### config.mk
export PLATFORM = sky130hd
export DESIGN_NAME = aging_thread_scheduler_core
export DESIGN_NICKNAME = d
export VERILOG_FILES = /design/src/sv/ats_pkg.sv /design/src/sv/ats_slot_alu.sv /design/src/sv/aging_thread_scheduler_core.sv
export SDC_FILE = /design/constraint.sdc
export NUM_CORES = 1
export LEC_CHECK = 0
export ABC_AREA = 1
export CORE_ASPECT_RATIO = 1.1
export CORE_MARGIN = 2
export CORE_UTILIZATION = 61
export CTS_BUF_LIST = sky130_fd_sc_hd__clkbuf_4
export DETAILED_ROUTE_END_ITERATION = 12
export DONT_BUFFER_PORTS = 1
export GPL_ROUTABILITY_DRIVEN = 0
export PLACE_DENSITY = 0.77
export SYNTH_ARGS = -nofsm -noshare
export SYNTH_HDL_FRONTEND = slang
export SYNTH_HIERARCHICAL = 1
export SYNTH_SLANG_ARGS = --single-unit
### constraint.sdc
create_clock -name clock -period 5.3 [get_ports clock]
set_input_delay 0.265 -clock clock [delete_from_list [all_inputs] [get_ports clock]]
set_output_delay 0.265 -clock clock [all_outputs]
set_load 0.005 [all_outputs]
### src/sv/ats_pkg.sv
// ats_pkg: shared types, codes and helpers for the aging thread scheduler
`default_nettype none
package ats_pkg;

   localparam int SLOTS  = 4;
   localparam int SLOT_W = (SLOTS > 1) ? $clog2(SLOTS) : 1;

   localparam logic [7:0] SLEEP_MARK = 8'hFE;
   localparam logic [6:0] AGE_MAX    = 7'd127;

   localparam logic [7:0] TICK_DIVIDE_RST   = 8'd4;
   localparam logic [6:0] WAKE_PRIORITY_RST = 7'd9;
   localparam logic [7:0] TIME_RST          = 8'd1;

   localparam int CSR_IDX_W = 2;
   localparam logic [CSR_IDX_W-1:0] CSR_TICK_DIVIDE   = 2'd0;
   localparam logic [CSR_IDX_W-1:0] CSR_WAKE_PRIORITY = 2'd1;

   localparam logic [2:0] MODE_TICK   = 3'd0;
   localparam logic [2:0] MODE_CREATE = 3'd1;
   localparam logic [2:0] MODE_DELAY  = 3'd2;
   localparam logic [2:0] MODE_YIELD  = 3'd3;
   localparam logic [2:0] MODE_EXIT   = 3'd4;

   localparam logic [1:0] STATUS_OK     = 2'd0;
   localparam logic [1:0] STATUS_IDLE   = 2'd1;
   localparam logic [1:0] STATUS_NOFREE = 2'd2;

   localparam logic [1:0] ALU_TICK   = 2'd0;
   localparam logic [1:0] ALU_CREATE = 2'd1;
   localparam logic [1:0] ALU_READY  = 2'd2;

   typedef struct packed {
      logic [2:0] mode;
      logic [7:0] delay_ticks;
   } req_type;

   typedef struct packed {
      logic [1:0] thread;
      logic [1:0] status;
      logic [7:0] time_now;
   } rsp_type;

   typedef struct packed {
      logic [1:0] op;
      logic       is_run;
      logic       wake_hit;
      logic [6:0] wake_prio;
      logic [6:0] top;
   } alu_ctl_type;

   typedef struct packed {
      logic [7:0] new_prio;
      logic       hit;
   } alu_res_type;

   function automatic logic [SLOT_W-1:0] slot_next(input logic [SLOT_W-1:0] s);
      logic [SLOT_W-1:0] r;
      if (s == SLOT_W'(SLOTS - 1)) begin
         r = '0;
      end else begin
         r = s + SLOT_W'(1);
      end
      return r;
   endfunction

   function automatic logic is_ready(input logic [7:0] p);
      return (p != 8'd0) && (p[7] == 1'b0);
   endfunction

endpackage
`default_nettype wire

### src/sv/ats_slot_alu.sv
// ats_slot_alu: shared per-slot update and compare unit
`default_nettype none
module ats_slot_alu
   import ats_pkg::*;
(
   input  wire logic [7:0]  prio,
   input  wire alu_ctl_type ctl,
   output alu_res_type      res
);

   logic [6:0] wp;
   logic [7:0] aged;

   always_comb begin
      wp = (ctl.wake_prio == 7'd0) ? 7'd1 : ctl.wake_prio;
      aged = prio;
      if (is_ready(prio)) begin
         if (ctl.is_run) begin
            aged = 8'd1;
         end else if (prio[6:0] != AGE_MAX) begin
            aged = prio + 8'd1;
         end
      end else if ((prio == SLEEP_MARK) && ctl.wake_hit) begin
         aged = {1'b0, wp};
      end

      res = '0;
      case (ctl.op)
         ALU_TICK: begin
            res.new_prio = aged;
            res.hit = is_ready(aged) && (aged[6:0] > ctl.top);
         end
         ALU_CREATE: begin
            res.new_prio = 8'd1;
            res.hit = (prio == 8'd0);
         end
         ALU_READY: begin
            res.new_prio = prio;
            res.hit = is_ready(prio);
         end
         default: begin
            res = '0;
         end
      endcase
   end

endmodule
`default_nettype wire

### src/sv/aging_thread_scheduler_core.sv
// aging_thread_scheduler_core: slot scheduler with ageing, sleep and round-robin hand-over
//
//   port group   dir   handshake             payload
//   req_         in    req_valid/req_stall   req_type  (mode, delay_ticks)
//   rsp_         out   rsp_valid/rsp_stall   rsp_type  (thread, status, time_now)
//   csr_         in    csr_valid/csr_ready   csr_index, csr_data
//
// one item is scanned slot by slot through a single update/compare unit
// tick updates slots 1 to SLOTS-1, create and yield stop at the first hit, delay/exit
// mark the running slot, then scan; unused modes skip to done, which waits out rsp_ stall
// req_stall is high from acceptance until the result is loaded into the output register
// reset is synchronous; all slots free, time at one, no clearing pass
`default_nettype none
module aging_thread_scheduler_core
   import ats_pkg::*;
(
   input  wire logic                 clock,
   input  wire logic                 reset,
   input  wire logic                 req_valid,
   output      logic                 req_stall,
   input  wire req_type              req_data,
   output      logic                 rsp_valid,
   input  wire logic                 rsp_stall,
   output      rsp_type              rsp_data,
   input  wire logic                 csr_valid,
   output      logic                 csr_ready,
   input  wire logic [CSR_IDX_W-1:0] csr_index,
   input  wire logic [7:0]           csr_data
);

   localparam logic [2:0] ST_IDLE   = 3'd0;
   localparam logic [2:0] ST_TICK   = 3'd1;
   localparam logic [2:0] ST_CREATE = 3'd2;
   localparam logic [2:0] ST_MARK   = 3'd3;
   localparam logic [2:0] ST_SCAN   = 3'd4;
   localparam logic [2:0] ST_DONE   = 3'd5;

   logic [2:0]        state_ff, state_in;
   req_type           req_ff, req_in;
   logic [SLOT_W-1:0] idx_ff, idx_in;
   logic [SLOT_W-1:0] run_ff, run_in;
   logic [SLOT_W-1:0] best_ff, best_in;
   logic [6:0]        top_ff, top_in;
   logic [7:0]        presc_ff, presc_in;
   logic [7:0]        time_ff, time_in;
   logic [SLOT_W-1:0] res_thread_ff, res_thread_in;
   logic [1:0]        res_status_ff, res_status_in;
   logic              rsp_valid_ff, rsp_valid_in;
   rsp_type           rsp_data_ff, rsp_data_in;
   logic [7:0]        tick_div_ff;
   logic [6:0]        wake_prio_ff;

   logic [7:0] prio_ff [SLOTS];
   logic [7:0] wake_ff [SLOTS];

   logic              prio_we;
   logic [7:0]        prio_wdata;
   logic              wake_we;
   logic [7:0]        wake_wdata;
   logic [7:0]        presc_nxt;
   logic [SLOT_W-1:0] pick;
   logic              rsp_free;

   alu_ctl_type alu_ctl;
   alu_res_type alu_res;

   assign req_stall = (state_ff != ST_IDLE);
   assign rsp_valid = rsp_valid_ff;
   assign rsp_data  = rsp_data_ff;
   assign csr_ready = 1'b1;
   assign rsp_free  = !rsp_valid_ff || !rsp_stall;

   always_comb begin
      alu_ctl.op        = ALU_READY;
      if (state_ff == ST_TICK) begin
         alu_ctl.op = ALU_TICK;
      end else if (state_ff == ST_CREATE) begin
         alu_ctl.op = ALU_CREATE;
      end
      alu_ctl.is_run    = (idx_ff == run_ff);
      alu_ctl.wake_hit  = (wake_ff[idx_ff] == time_ff);
      alu_ctl.wake_prio = wake_prio_ff;
      alu_ctl.top       = top_ff;
   end

   ats_slot_alu u_alu (
      .prio (prio_ff[idx_ff]),
      .ctl  (alu_ctl),
      .res  (alu_res)
   );

   always_comb begin
      state_in      = state_ff;
      req_in        = req_ff;
      idx_in        = idx_ff;
      run_in        = run_ff;
      best_in       = best_ff;
      top_in        = top_ff;
      presc_in      = presc_ff;
      time_in       = time_ff;
      res_thread_in = res_thread_ff;
      res_status_in = res_status_ff;
      rsp_valid_in  = rsp_valid_ff;
      rsp_data_in   = rsp_data_ff;
      prio_we       = 1'b0;
      prio_wdata    = alu_res.new_prio;
      wake_we       = 1'b0;
      wake_wdata    = time_ff + req_ff.delay_ticks;
      presc_nxt     = (presc_ff == tick_div_ff) ? 8'd0 : presc_ff + 8'd1;
      pick          = alu_res.hit ? idx_ff : best_ff;

      if (rsp_valid_ff && !rsp_stall) begin
         rsp_valid_in = 1'b0;
      end

      case (state_ff)
         ST_IDLE: begin
            if (req_valid) begin
               req_in  = req_data;
               top_in  = '0;
               best_in = '0;
               case (req_data.mode)
                  MODE_TICK: begin
                     presc_in = presc_nxt;
                     if (presc_nxt == 8'd0) begin
                        time_in = time_ff + 8'd1;
                     end
                     idx_in   = SLOT_W'(1);
                     state_in = ST_TICK;
                  end
                  MODE_CREATE: begin
                     idx_in   = '0;
                     state_in = ST_CREATE;
                  end
                  MODE_DELAY, MODE_EXIT: begin
                     idx_in   = run_ff;
                     state_in = ST_MARK;
                  end
                  MODE_YIELD: begin
                     idx_in   = slot_next(run_ff);
                     state_in = ST_SCAN;
                  end
                  default: begin
                     res_thread_in = run_ff;
                     res_status_in = STATUS_OK;
                     state_in      = ST_DONE;
                  end
               endcase
            end
         end
         ST_TICK: begin
            prio_we = 1'b1;
            if (alu_res.hit) begin
               top_in  = alu_res.new_prio[6:0];
               best_in = idx_ff;
            end
            if (idx_ff == SLOT_W'(SLOTS - 1)) begin
               run_in        = pick;
               res_thread_in = pick;
               res_status_in = (pick == '0) ? STATUS_IDLE : STATUS_OK;
               state_in      = ST_DONE;
            end else begin
               idx_in = idx_ff + SLOT_W'(1);
            end
         end
         ST_CREATE: begin
            if (alu_res.hit) begin
               prio_we       = 1'b1;
               res_thread_in = idx_ff;
               res_status_in = STATUS_OK;
               state_in      = ST_DONE;
            end else if (idx_ff == SLOT_W'(SLOTS - 1)) begin
               res_thread_in = '0;
               res_status_in = STATUS_NOFREE;
               state_in      = ST_DONE;
            end else begin
               idx_in = idx_ff + SLOT_W'(1);
            end
         end
         ST_MARK: begin
            prio_we = 1'b1;
            if (req_ff.mode == MODE_DELAY) begin
               prio_wdata = SLEEP_MARK;
               wake_we    = 1'b1;
            end else begin
               prio_wdata = 8'd0;
            end
            idx_in   = slot_next(idx_ff);
            state_in = ST_SCAN;
         end
         ST_SCAN: begin
            if (alu_res.hit) begin
               run_in        = idx_ff;
               res_thread_in = idx_ff;
               res_status_in = STATUS_OK;
               state_in      = ST_DONE;
            end else if (idx_ff == run_ff) begin
               run_in        = '0;
               res_thread_in = '0;
               res_status_in = STATUS_IDLE;
               state_in      = ST_DONE;
            end else begin
               idx_in = slot_next(idx_ff);
            end
         end
         ST_DONE: begin
            if (rsp_free) begin
               rsp_valid_in         = 1'b1;
               rsp_data_in.thread   = 2'(res_thread_ff);
               rsp_data_in.status   = res_status_ff;
               rsp_data_in.time_now = time_ff;
               state_in             = ST_IDLE;
            end
         end
         default: begin
            state_in = ST_IDLE;
         end
      endcase
   end

   always_ff @(posedge clock) begin
      if (reset) begin
         state_ff     <= ST_IDLE;
         run_ff       <= '0;
         presc_ff     <= 8'd0;
         time_ff      <= TIME_RST;
         rsp_valid_ff <= 1'b0;
         tick_div_ff  <= TICK_DIVIDE_RST;
         wake_prio_ff <= WAKE_PRIORITY_RST;
         for (int i = 0; i < SLOTS; i++) begin
            prio_ff[i] <= 8'd0;
         end
      end else begin
         state_ff     <= state_in;
         run_ff       <= run_in;
         presc_ff     <= presc_in;
         time_ff      <= time_in;
         rsp_valid_ff <= rsp_valid_in;
         if (csr_valid && csr_ready) begin
            if (csr_index == CSR_TICK_DIVIDE) begin
               tick_div_ff <= csr_data;
            end else if (csr_index == CSR_WAKE_PRIORITY) begin
               wake_prio_ff <= csr_data[6:0];
            end
         end
         if (prio_we) begin
            prio_ff[idx_ff] <= prio_wdata;
         end
      end
   end

   always_ff @(posedge clock) begin
      req_ff        <= req_in;
      idx_ff        <= idx_in;
      best_ff       <= best_in;
      top_ff        <= top_in;
      res_thread_ff <= res_thread_in;
      res_status_ff <= res_status_in;
      rsp_data_ff   <= rsp_data_in;
      if (wake_we) begin
         wake_ff[idx_ff] <= wake_wdata;
      end
   end

   // an accepted item keeps the input side stalled on the next cycle
   a_busy_after_accept: assert property (@(posedge clock) disable iff (reset)
      (req_valid && !req_stall) |=> req_stall)
      else $error("input not stalled after item accepted");

   // finishing state with a free output always hands over a result
   a_done_delivers: assert property (@(posedge clock) disable iff (reset)
      (state_ff == ST_DONE && rsp_free) |=> (rsp_valid && state_ff == ST_IDLE))
      else $error("result not delivered from done state");

   // idle status always reports slot zero
   a_idle_thread: assert property (@(posedge clock) disable iff (reset)
      (rsp_valid && rsp_data.status == STATUS_IDLE) |-> (rsp_data.thread == 2'd0))
      else $error("idle result with non-zero thread");

   // status code three never appears
   a_status_legal: assert property (@(posedge clock) disable iff (reset)
      rsp_valid |-> (rsp_data.status != 2'd3))
      else $error("illegal status code");

endmodule
`default_nettype wire

# Word-level counts from Yosys, hierarchy flattened
# Memory sizes are Yosys's and may differ from the RTL's. A register that Yosys moved wholly into a read port is not among the register bits.
# Cells that the tools add are included.
dict set report word_totals {
  input_bits 26
  n_memories 2
  wordCells 170
  ram_bits 64
  regBits 75
  latch_bits 0
  mem_bits_ro 0
  out_inout_bits 15
}
# memory words word_bits read_ports rd_ports_with_merged_regs wr line
set memory_table {}
lappend memory_table {prio_ff 4 8 1 1 4 aging_thread_scheduler_core.sv:53} ;# logic [7:0] prio_ff [SLOTS];
lappend memory_table {wake_ff 4 8 1 1 1 aging_thread_scheduler_core.sv:54} ;# logic [7:0] wake_ff [SLOTS];
dict set report op_classes {
  shift 0
  bitwise_logic 3
  multipliers 0
  add_sub_neg 6
  eq_ne 31
  reduce_logical 39
  n_div 0
  order_cmp 1
  muxes 71
}
# operator count
set ops {}
lappend ops {{8-bit two-way mux} 8}
lappend ops {{2-bit two-way mux} 28}
lappend ops {{9-bit case mux with 3 select lines} 1}
lappend ops {{8-bit by 1-bit adder with 8-bit output (second input constant)} 3}
lappend ops {{2-bit case mux with 4 select lines} 3}
lappend ops {{7-bit two-way mux} 3}
lappend ops {{3-bit two-way mux} 6}
lappend ops {{3-bit case mux with 6 select lines} 1}
lappend ops {{8-bit == test} 2}
lappend ops {{8-bit zero test} 2}
lappend ops {{8-bit nonzero test} 2}
lappend ops {{3-bit by 2-bit == test with 1-bit output (second input constant)} 5}
lappend ops {{1-bit two-way mux} 15}
lappend ops {{3-bit AND reduction} 5}
lappend ops {{2-bit inequality test (second input constant)} 7}
lappend ops {{7-bit case mux with 2 select lines} 1}
lappend ops {{3-bit case mux with 4 select lines} 1}
lappend ops {{6-bit AND reduction} 2}
lappend ops {{2-bit case mux with 5 select lines} 1}
lappend ops {{3-bit == test (second input constant)} 3}
lappend ops {{8-bit adder} 1}
lappend ops {{8-bit == test (second input constant)} 1}
lappend ops {{2-bit case mux with 2 select lines} 2}
lappend ops {{2-bit AND reduction} 4}
lappend ops {{other kinds (27)} 44}

# Logic depth before layout (Yosys ltp)
# Gate-level depths: netlist of the first run.
dict set report depth {
  depth_word 15
  depth_mapped 32
  mapped_depth_nobuf 31
}

# Cells and area by module
# The synthesis of the first run kept the hierarchy.
# module area_per_inst_um2 seq_area_each_um2 n_inst cells_each
set by_module_without_submodules {}
lappend by_module_without_submodules {aging_thread_scheduler_core 6638.9 3843.7 1 684}
lappend by_module_without_submodules {ats_slot_alu 879.6 0.0 1 173}

# Worst setup path after synthesis of the first run
# Ideal clock, no wire load.
dict set report synth_path {
  path_type {reg2reg}
  start {register with a tool-made name}
  end {memory prio_ff[2][0], enable pin}
  path_stages_with_launch 32
  arrival_time_ns 4.016
  period_less_slack_ns 4.345
  required_ns 4.971
  path_slack_ns 0.955
  setup_time_ns 0.329
  path_cell_list {dfxtp_1 inv_1 clkbuf_1 clkbuf_1 nor2_1 o22ai_1 inv_1 ha_1 nand2_1 nor2_2 nand2_4 clkinv_4 nand2_1 nand3_1 nand2_1 inv_1 ha_1 nand2_1 o21a_1 nor2_1 o21ai_0 nor2_1 nand2_1 nand2_1 inv_1 nor2_1 inv_1 o21ai_2 nand2_2 nor2_2 nand2_2 nand2_1}
}
# element line
set synth_lines {}
lappend synth_lines {{end, declared} aging_thread_scheduler_core.sv:53}

==> results.py, run 1 <==
metrics = {
    "routing": {
        "final_antenna_net_count": 0,
        "dr_total_vias": 6220,
        "wire_per_inst_um": 17.0,
        "via_per_inst": 5.88,
        "drc": 0,
        "dr.pass1.iters": 6,
        "totalWireLength_mm": 18.0,
        "first_iter_violations": 630,
    },
    "power_and_ir_drop": {
        "p_leak_nw": 3.44,
        "finalPower_w": 0.00444,
        "p_per_area_nw_per_um2": 540,
        "ir_worst_vdd_mv": 0.253,
    },
    "die": {
        "core_area_sq_um": 12000,
        "start_util_pct": 62.5,
        "fp.dieW_um": 110,
        "io_pins": 41,
        "die_h_um": 120,
        "rows": 42,
        "dieArea_sq_um": 13200,
    },
    "cts": {
        "cts.sinks": 141,
        "cts_tree": "yes",
        "clk_latency_ns": 0.56,
        "clkTransAtPathRegs_ns": 0.13,
        "cts_root_buf": "clkbuf_4",
        "htreeDepth": 4,
        "clk_path_buf_depth": 2,
        "cts_made_buffers": 17,
    },
    "synth": {
        "synth_flop_cell": "edfxtp_1",
        "avgSynthCellArea_sq_um": 8.77,
        "async_reset_ff_share_pct": 0,
        "syn_nets": 909,
        "ys_ff_latch": 141,
        "yosys_warnings": 6,
        "syn_area_sq_um": 7520,
        "synth-seq-area-share_pct": 51.1,
        "syn_inst": 857,
        "ys_types": 49,
        "synth-edff-count": 102,
    },
    "cells_and_area": {
        "layout-drive-gt1-share_pct": 11.1,
        "area.growth.synth_to_final_pct": 9.35,
        "final_cell_mix": "nand2_1, nor2_1, inv_1",
        "final_common_cell": "nand2_1",
        "final_nets": 942,
    },
    "sta": {
        "finalSetupViolCount": 0,
        "tightest_slew_ns": 0.965,
        "tns_ns": 0,
        "rsz0062_at_grt": "no",
        "min_period_ns": 4.88,
        "finalClockSkew_ns": 0.0233,
        "min_period_over_period_pct": 92.0,
        "drv_slew": 0,
        "finalHoldViolCount": 0,
        "max_freq_mhz": 205,
        "max_slew_margin_pct": 35.6,
        "setup_slack_ns": 0.422,
    },
    "worst_setup_path": {
        "critical_path_arrival_ns": 5.12,
        "cp.required_ns": 5.54,
        "start_kind": "flip-flop",
        "critPathKind": "reg -> reg",
        "path_max_fanout": 17,
        "cpLargestDelayFamily": "simple AND/OR/NAND/NOR gates",
        "worst_path_most_repeated_cell": "nand2_1",
        "crit_slowest_cell": "dfxtp_2",
        "critPathMaxStageDelay_ns": 0.53,
        "cp-end-kind": "flip-flop",
        "path_buf_inv": 6,
    },
    "global_route": {
        "grt_pass1_wl_mm": 29.3,
        "grt_pass1_vias": 5889,
        "grt_use_total_pct": 29.1,
        "use_met1_pct": 38.7,
        "grt_use_met3_pct": 5.77,
        "busiest_layer": "met2",
        "antenna_found_initial": 1,
        "grt_use_met2_pct": 46.8,
        "grt_max_degree": 33,
        "overflow": 0,
    },
    "placed_design": {
        "port_buffers": 0,
        "place_ws_ns": 0.210,
        "hpwl_mm": 12.8,
    },
    "min_path": {
        "hold_path.class": "in -> reg",
    },
    "run_status": {
        "status": "completed",
    },
    "flow_run": {
        "cap_violations": 0,
    },
}
per-stage QoR:
stage	instance area [sq um]	utilization, %	instances	hold slack [ns]
4_1_cts	8170	67.9	1055	0.00116
5_1_grt	8220	68.3	1058	0.0312
6_report	8220	68.3	1058	0.0345
2_1_floorplan	7520	-	857	0.334
3_3_place_gp	7650	63.5	998	0.337
3_5_place_dp	7650	63.5	998	0.337
layout make-up:
| cell class | instances | area (sq um) |
|---|---|---|
| multi-input cells | 584 | 3150 |
| flip-flops and latches | 141 | 3840 |
| clock inverters | 15 | 144 |
| diodes | 1 | 2.50 |
| inverters | 111 | 425 |
| repair buffers | 35 | 338 |
| clock buffers | 17 | 128 |
| well taps | 154 | 193 |
| fillers | 891 | 3810 |
worst register-to-register path: cells and delay by family (launching register included):
family          cells  cell delay [ns]
flops               1             0.53
fa+ha+maj           2             0.48
buf+inv             6             0.93
simple gates       16             1.95
compound gates      5             0.69
cell usage after synthesis, types with 2 or more instances:
cell       count  share of area (%)
nor3_1         8               0.53
nor3_2         3               0.40
xor2_1        15                1.7
nand2_2       17                1.4
nand2_4        3               0.45
inv_2          6               0.30
o21ai_2        3               0.35
o211ai_1       2               0.20
nand2_1      156                7.8
nor2_4         3               0.45
a221o_1        2               0.27
dfxtp_1       39                 10
ha_1          25                4.2
nor2_1       126                6.3
clkbuf_1      13               0.65
o21ai_1        3               0.20
inv_1        104                5.2
edfxtp_1     102                 41
o22ai_1       24                2.0
nand3_1       36                2.4
nand3_2        9                1.2
o21ai_0       65                4.3
a21oi_1       38                2.5
nor2_2         7               0.58
o2111ai_1      2               0.23
buf_6          4               0.60
xnor2_1       10                1.2
nand4_1       11               0.92
cell families (layout without fill, tap and decap cells):
family	Yosys count	count (layout)	share of synthesized area, %
simple gates	384	384	23.2
flops	141	141	51.1
xor+xnor	25	25	2.91
buf+inv	132	178	7.26
compound gates	148	148	11.0
fa+ha+maj	26	26	4.43
other cells	1	2	0.0499
worst paths after layout:
path                            slack, ns              to              from  depth (start not counted)
worst max-delay path                 0.42   prio_ff[0][6]         flip-flop                         29
worst min-delay path                 0.03  tick_div_ff[0]      csr_index[0]                          3
worst max register to register       0.42   prio_ff[0][6]         flip-flop                         29
worst min register to register       0.48    rsp_data[10]  res_thread_ff[0]                          0
state kept, by name, summed over array words and instances (netlist names), named ones only:
signal         flops
wake_ff           32
idx_ff             2
rsp_valid          1
time_ff            8
res_thread_ff      2
res_status_ff      2
req_ff            11
wake_prio_ff       7
tick_div_ff        8
run_ff             2
top_ff             7
presc_ff           8
best_ff            2
state_ff           3
rsp_data          12
prio_ff           32
power by group:
part	total [W]	internal [W]	leakage (nW)	switching (W)
Sequential	0.00155	0.00143	1.30	0.000126
Combinational	0.00221	0.000706	2.00	0.00150
Clock	0.000678	0.000277	0.141	0.000401
Total	0.00444	0.00241	3.44	0.00203
metal layers:
layer | routed length (um) | vias to the layer above
li1 | - | 2949
met1 | 7230 | 2905
met2 | 8950 | 313
met3 | 1380 | 53
met4 | 441 | 0
met5 | 0 | -
repair_timing:
action,in CTS,in global routing
hold buffers,25,0
endpoints found under the hold margin,41,0
setup buffers,0,2
endpoints found under the setup margin,0,44
gates resized for setup,0,6
No activity file was read; power rests on OpenSTA's default activity.
==> run 2, diff against run 1 <==
- CORE_UTILIZATION: 61 -> 60
- PLACE_DENSITY: 0.77 -> 0.79
- SKIP_LAST_GASP: unset -> 1
- clock period: 5.3 -> 4.35 ns (I/O delays scaled with it)
==> run 2 against run 1 <==
Against the previous run:
- combinational power is 34% higher
- non-clock buffer count rose by 25
- core utilization is 1.8 points higher
- maximum frequency rose by 17%
- count of clock-buffer cells in the layout is 2 higher
- routed wire length decreased by 0.28%
- clock skew shrank 0.0014 ns
- first-iteration DRC count rose by 5.7%
- sequential share of layout area is 1.5 points lower
- global-route usage fell by 2.1 points
- critical path type unchanged
- highest routed layer unchanged
==> results.py, run 2 (synthesis gave the netlist of run 1 again) <==
metrics = {
    "run_status": {
        "status": "completed",
    },
    "sta": {
        "max_slew_margin_pct": 29.6,
        "tns_ns": 0,
        "min_period_over_period_pct": 95.7,
        "finalClockSkew_ns": 0.0219,
        "setup_slack_ns": 0.189,
        "min_period_ns": 4.16,
        "drv_slew": 0,
        "max_freq_mhz": 240,
        "rsz0062_at_grt": "yes",
        "finalHoldViolCount": 0,
        "tightest_slew_ns": 1.05,
        "finalSetupViolCount": 0,
    },
    "worst_setup_path": {
        "r2r_slack_ns": 0.19,
        "start_kind": "flip-flop",
        "path_max_fanout": 8,
        "rr_endpoint": "state_ff[0]",
        "critical_path_arrival_ns": 4.58,
        "r2r_cells": 27,
        "cp.required_ns": 4.77,
        "cp-end-kind": "flip-flop",
        "critPathKind": "reg -> reg",
    },
    "cts": {
        "cts_made_buffers": 17,
        "clkTransAtPathRegs_ns": 0.12,
        "cts.sinks": 141,
        "cts_root_buf": "clkbuf_4",
        "clk_path_buf_depth": 2,
        "clk_latency_ns": 0.54,
        "cts_tree": "yes",
        "htreeDepth": 4,
    },
    "global_route": {
        "grt_use_total_pct": 27.0,
        "grt_pass1_wl_mm": 28.6,
        "grt_max_degree": 32,
        "overflow": 0,
        "antenna_found_initial": 1,
        "grt_pass1_vias": 5847,
    },
    "power_and_ir_drop": {
        "p_sw_share_pct": 44.8,
        "ir_worst_vdd_mv": 0.395,
        "p_sw_w": 0.00254,
        "pwr-share-seq_pct": 33.0,
        "p_per_area_nw_per_um2": 667,
        "combinationalPowerShare_pct": 52.3,
        "p_leak_nw": 3.59,
        "p_int_w": 0.00313,
        "power.share.clock_pct": 14.7,
    },
    "routing": {
        "drc": 0,
        "final_antenna_net_count": 0,
        "dr.pass1.iters": 6,
        "first_iter_violations": 666,
        "dr_total_vias": 6277,
        "wire_per_inst_um": 16.6,
        "via_per_inst": 5.80,
        "totalWireLength_mm": 18.0,
    },
    "cells_and_area": {
        "fill_cells": 866,
        "layout-drive-gt1-share_pct": 14.0,
        "final_nets": 967,
        "final_common_cell": "nand2_1",
        "final_cell_mix": "nand2_1, nor2_1, edfxtp_1",
        "area.growth.synth_to_final_pct": 13.1,
        "fin_util_pct": 70.1,
    },
    "die": {
        "io_pins": 41,
        "fp.dieW_um": 111,
        "core_area_sq_um": 12100,
        "rows": 42,
        "dieArea_sq_um": 13400,
        "start_util_pct": 61.9,
        "die_h_um": 121,
    },
    "placed_design": {
        "port_buffers": 0,
        "place_ws_ns": -0.0573,
        "hpwl_mm": 12.7,
    },
    "min_path": {
        "min_from": "req_data[10]",
        "hold_path.class": "in -> reg",
        "min_path_cells": 4,
        "holdPathEnd": "state_ff[2]",
    },
    "flow_run": {
        "cap_violations": 0,
    },
}
-- run 2: cell types whose count changed in the layout (fill, tap and decap cells not counted), moves of 3 or more --
cell | previous run | this run
buf_4 | 9 | 26
dlygate4sd3_1 | 25 | 30
nand2_1 | 154 | 151
o21ai_0 | 65 | 62
-- run 2: power groups by stage --
stage / Sequential (W) / Combinational (W) / Clock, W
after floorplan: 0.00185 / 0.00194 / 0
after global placement: 0.00188 / 0.00264 / 0
after detailed placement: 0.00189 / 0.00272 / 0
after CTS: 0.00186 / 0.00276 / 0.000836
after global routing: 0.00189 / 0.00324 / 0.000897
final: 0.00187 / 0.00297 / 0.000833
-- run 2: final cells by class --
class / instances / area, sq um / area share, %
Antenna cell: 1 / 2.50 / 0.0294
Clock buffer: 19 / 143 / 1.68
Clock inverter: 13 / 139 / 1.63
Inverter: 111 / 425 / 5.00
Multi-Input combinational cell: 584 / 3190 / 37.5
Sequential cell: 141 / 3850 / 45.3
Tap cell: 154 / 193 / 2.27
Timing Repair Buffer: 60 / 567 / 6.66
-- run 2: stage by stage --
stage,hold slack [ns],power [W],std cells,instance area [sq um]
6_report,0.0336,0.00567,1083,8510
5_1_grt,0.0445,0.00603,1083,8510
3_5_place_dp,0.290,0.00461,1014,7770
4_1_cts,0.00515,0.00545,1076,8360
2_1_floorplan,0.287,0.00380,857,7520
3_3_place_gp,0.290,0.00452,1014,7770
-- run 2: worst max-delay path, stage by stage, from the launching register on --
cell       delay, ns
dfxtp_4         0.38
inv_2           0.08
buf_6           0.13
nor2_1          0.04
o22ai_1         0.23
xor2_1          0.19
nand4_1         0.13
nor2_2          0.18
nand2_2         0.10
nor2_4          0.19
nand2_4         0.09
nand2_1         0.07
nand3_1         0.08
nand2_1         0.12
inv_1           0.06
ha_1            0.26
nand4_1         0.12
nor3b_1         0.22
nor2_1          0.06
o21ai_0         0.08
nor2_1          0.06
nand2_1         0.07
nand2_1         0.08
buf_4           0.17
o21ai_0         0.38
o2111ai_1       0.21
a22oi_1         0.21
nor2_1          0.06
-- run 2: metal layers --
metal	vias to the layer above	global-route usage, %	wire length (um)
met5	-	0	0
met4	0	11.3	518
met3	54	5.39	1470
met2	334	44.1	8600
met1	2888	35.6	7380
li1	3001	-	-
-- run 2: worst max path at each step --
stage                     startpoint             to  slack (ns)  cells after the start
after floorplan            flip-flop  prio_ff[2][0]       0.005                     31
after global placement     flip-flop  prio_ff[2][4]        0.15                     29
final                      flip-flop    state_ff[0]        0.19                     27
after global routing       flip-flop  prio_ff[0][5]       -0.02                     32
after CTS                  flip-flop  prio_ff[2][1]        0.03                     29
after detailed placement   flip-flop  prio_ff[2][3]       -0.06                     29
-- run 2: timing repair --
action                                 in CTS  in global routing
setup endpoints to repair                  16                 87
pin swaps                                   0                  8
gates cloned                                0                  2
endpoints found under the hold margin      43                  0
gates resized for setup                     3                 29
buffers inserted                            0                  4
hold buffers                               30                  0
==> run 3, diff against run 2 <==
- RECOVER_POWER: unset -> 25
==> run 3 against run 2 <==
Against the previous run:
- clock power is 0.6% lower
- maximum frequency grew 0.93%
- count of clock-buffer cells in the layout is the same
- register-to-register slack improved by 0.04 ns
- via count decreased by 0.27%
- hold slack improved by 0.0090 ns
- non-clock buffer count unchanged
- routed wire length down 0.14%
- core utilization down 0.062 points
- critical path type unchanged
- highest routed layer unchanged
==> results.py, run 3 (synthesis gave the netlist of run 1 again) <==
metrics = {
    "run_status": {
        "status": "completed",
    },
    "cells_and_area": {
        "final_cell_mix": "nand2_1, nor2_1, edfxtp_1",
        "final_common_cell": "nand2_1",
        "seq_area_sq_um": 3850,
        "fill_cells": 870,
        "layout-drive-gt1-share_pct": 13.8,
        "multi_input_area_sq_um": 3190,
        "final_nets": 967,
        "area.growth.synth_to_final_pct": 13.0,
    },
    "sta": {
        "max_slew_margin_pct": 30.3,
        "min_period_over_period_pct": 94.8,
        "finalHoldViolCount": 0,
        "tns_ns": 0,
        "max_freq_mhz": 243,
        "tightest_slew_ns": 1.04,
        "drv_slew": 0,
        "rsz0062_at_grt": "yes",
        "min_period_ns": 4.12,
        "finalClockSkew_ns": 0.0216,
        "finalSetupViolCount": 0,
        "fin_hold_ws_ns": 0.0426,
    },
    "power_and_ir_drop": {
        "finalPower_w": 0.00567,
        "ir_worst_vdd_mv": 0.395,
        "p_per_area_nw_per_um2": 667,
        "p_leak_nw": 3.58,
    },
    "worst_setup_path": {
        "start_kind": "flip-flop",
        "critPathMaxStageDelay_ns": 0.38,
        "path_buf_inv": 5,
        "critPathKind": "reg -> reg",
        "critical_path_arrival_ns": 4.41,
        "path_max_fanout": 8,
        "cp.required_ns": 4.64,
        "crit_slowest_cell": "dfxtp_4",
        "cp-end-kind": "flip-flop",
        "cpLargestDelayFamily": "simple AND/OR/NAND/NOR gates",
        "r2r_cells": 28,
        "path_depth": 28,
    },
    "cts": {
        "cts_made_buffers": 17,
        "cts.sinks": 141,
        "clk_path_buf_depth": 2,
        "clkTransAtPathRegs_ns": 0.12,
        "cts_tree": "yes",
        "clk_latency_ns": 0.53,
        "htreeDepth": 4,
        "cts_root_buf": "clkbuf_4",
    },
    "global_route": {
        "grt_pass1_wl_mm": 28.6,
        "overflow": 0,
        "antenna_found_initial": 1,
        "grt_use_total_pct": 27.0,
        "grt_max_degree": 32,
        "grt_pass1_vias": 5847,
    },
    "die": {
        "die_h_um": 121,
        "fp.dieW_um": 111,
        "dieArea_sq_um": 13400,
        "io_pins": 41,
        "start_util_pct": 61.9,
        "core_area_sq_um": 12100,
        "rows": 42,
    },
    "placed_design": {
        "hpwl_mm": 12.7,
        "port_buffers": 0,
    },
    "routing": {
        "first_iter_violations": 690,
        "totalWireLength_mm": 17.9,
        "dr_total_vias": 6260,
        "dr.pass1.iters": 7,
        "drc": 0,
        "via_per_inst": 5.78,
        "wire_per_inst_um": 16.6,
        "final_antenna_net_count": 0,
    },
    "flow_run": {
        "cap_violations": 0,
    },
    "min_path": {
        "hold_path.class": "in -> reg",
        "min_path_cells": 4,
    },
}
run 3: final cells by class:
class / instances / area share (%)
Sequential cell: 141 / 45.3
Multi-Input combinational cell: 584 / 37.5
Timing Repair Buffer: 60 / 6.58
Inverter: 111 / 5.01
Tap cell: 154 / 2.27
Clock buffer: 19 / 1.68
Clock inverter: 13 / 1.63
Antenna cell: 1 / 0.0294
run 3: worst paths after layout:
check | start | end | slack, ns
worst max-delay path | flip-flop | res_thread_ff[1] | 0.23
worst min register to register | res_status_ff[0] | rsp_data[8] | 0.44
worst min-delay path | req_data[10] | state_ff[2] | 0.04
worst max register to register | flip-flop | res_thread_ff[1] | 0.23
run 3: timing repair:
| action | 4_1_cts | 5_1_grt |
|---|---|---|
| endpoints found under the setup margin | 16 | 87 |
| gates cloned | 0 | 2 |
| buffers inserted | 0 | 4 |
| hold buffers | 30 | 0 |
| gates resized for setup | 3 | 29 |
| hold endpoints to repair | 43 | 0 |
| pin swaps | 0 | 8 |
run 3: worst register-to-register path, delay by kind of cell, from the launching register on:
kind                       cells  cell delay (ns)
and+or+nand+nor               15             1.36
DFF                            1             0.38
xor gates and xnor gates       1             0.19
buffers and inverters          5             0.50
adders and majority gates      1             0.29
AOI/OAI and AO/OA              6             1.18
run 3: metal layers:
layer  part of all wire (%)  GRT usage, %  vias up
met3                    7.7          5.39       47
li1                       -             -     3002
met4                    2.7          11.3        0
met5                      0             0        -
met1                     42          35.6     2903
met2                     48          44.1      308
run 3: per-stage QoR:
step | util (%) | worst slack (ns) | cell area (sq um) | std cells
4_1_cts | 68.9 | 0.0340 | 8360 | 1076
3_5_place_dp | 64.0 | -0.0573 | 7770 | 1014
2_1_floorplan | - | 0.00481 | 7520 | 857
3_3_place_gp | 64.0 | 0.149 | 7770 | 1014
6_report | 70.0 | 0.227 | 8500 | 1083
5_1_grt | 70.0 | -0.0157 | 8500 | 1083
run 3: report_power, final:
part           total (W)  switching, W  internal (W)
Combinational    0.00296       0.00193       0.00103
Sequential       0.00187      0.000129       0.00174
Clock           0.000828      0.000473      0.000355
Total            0.00566       0.00254       0.00313
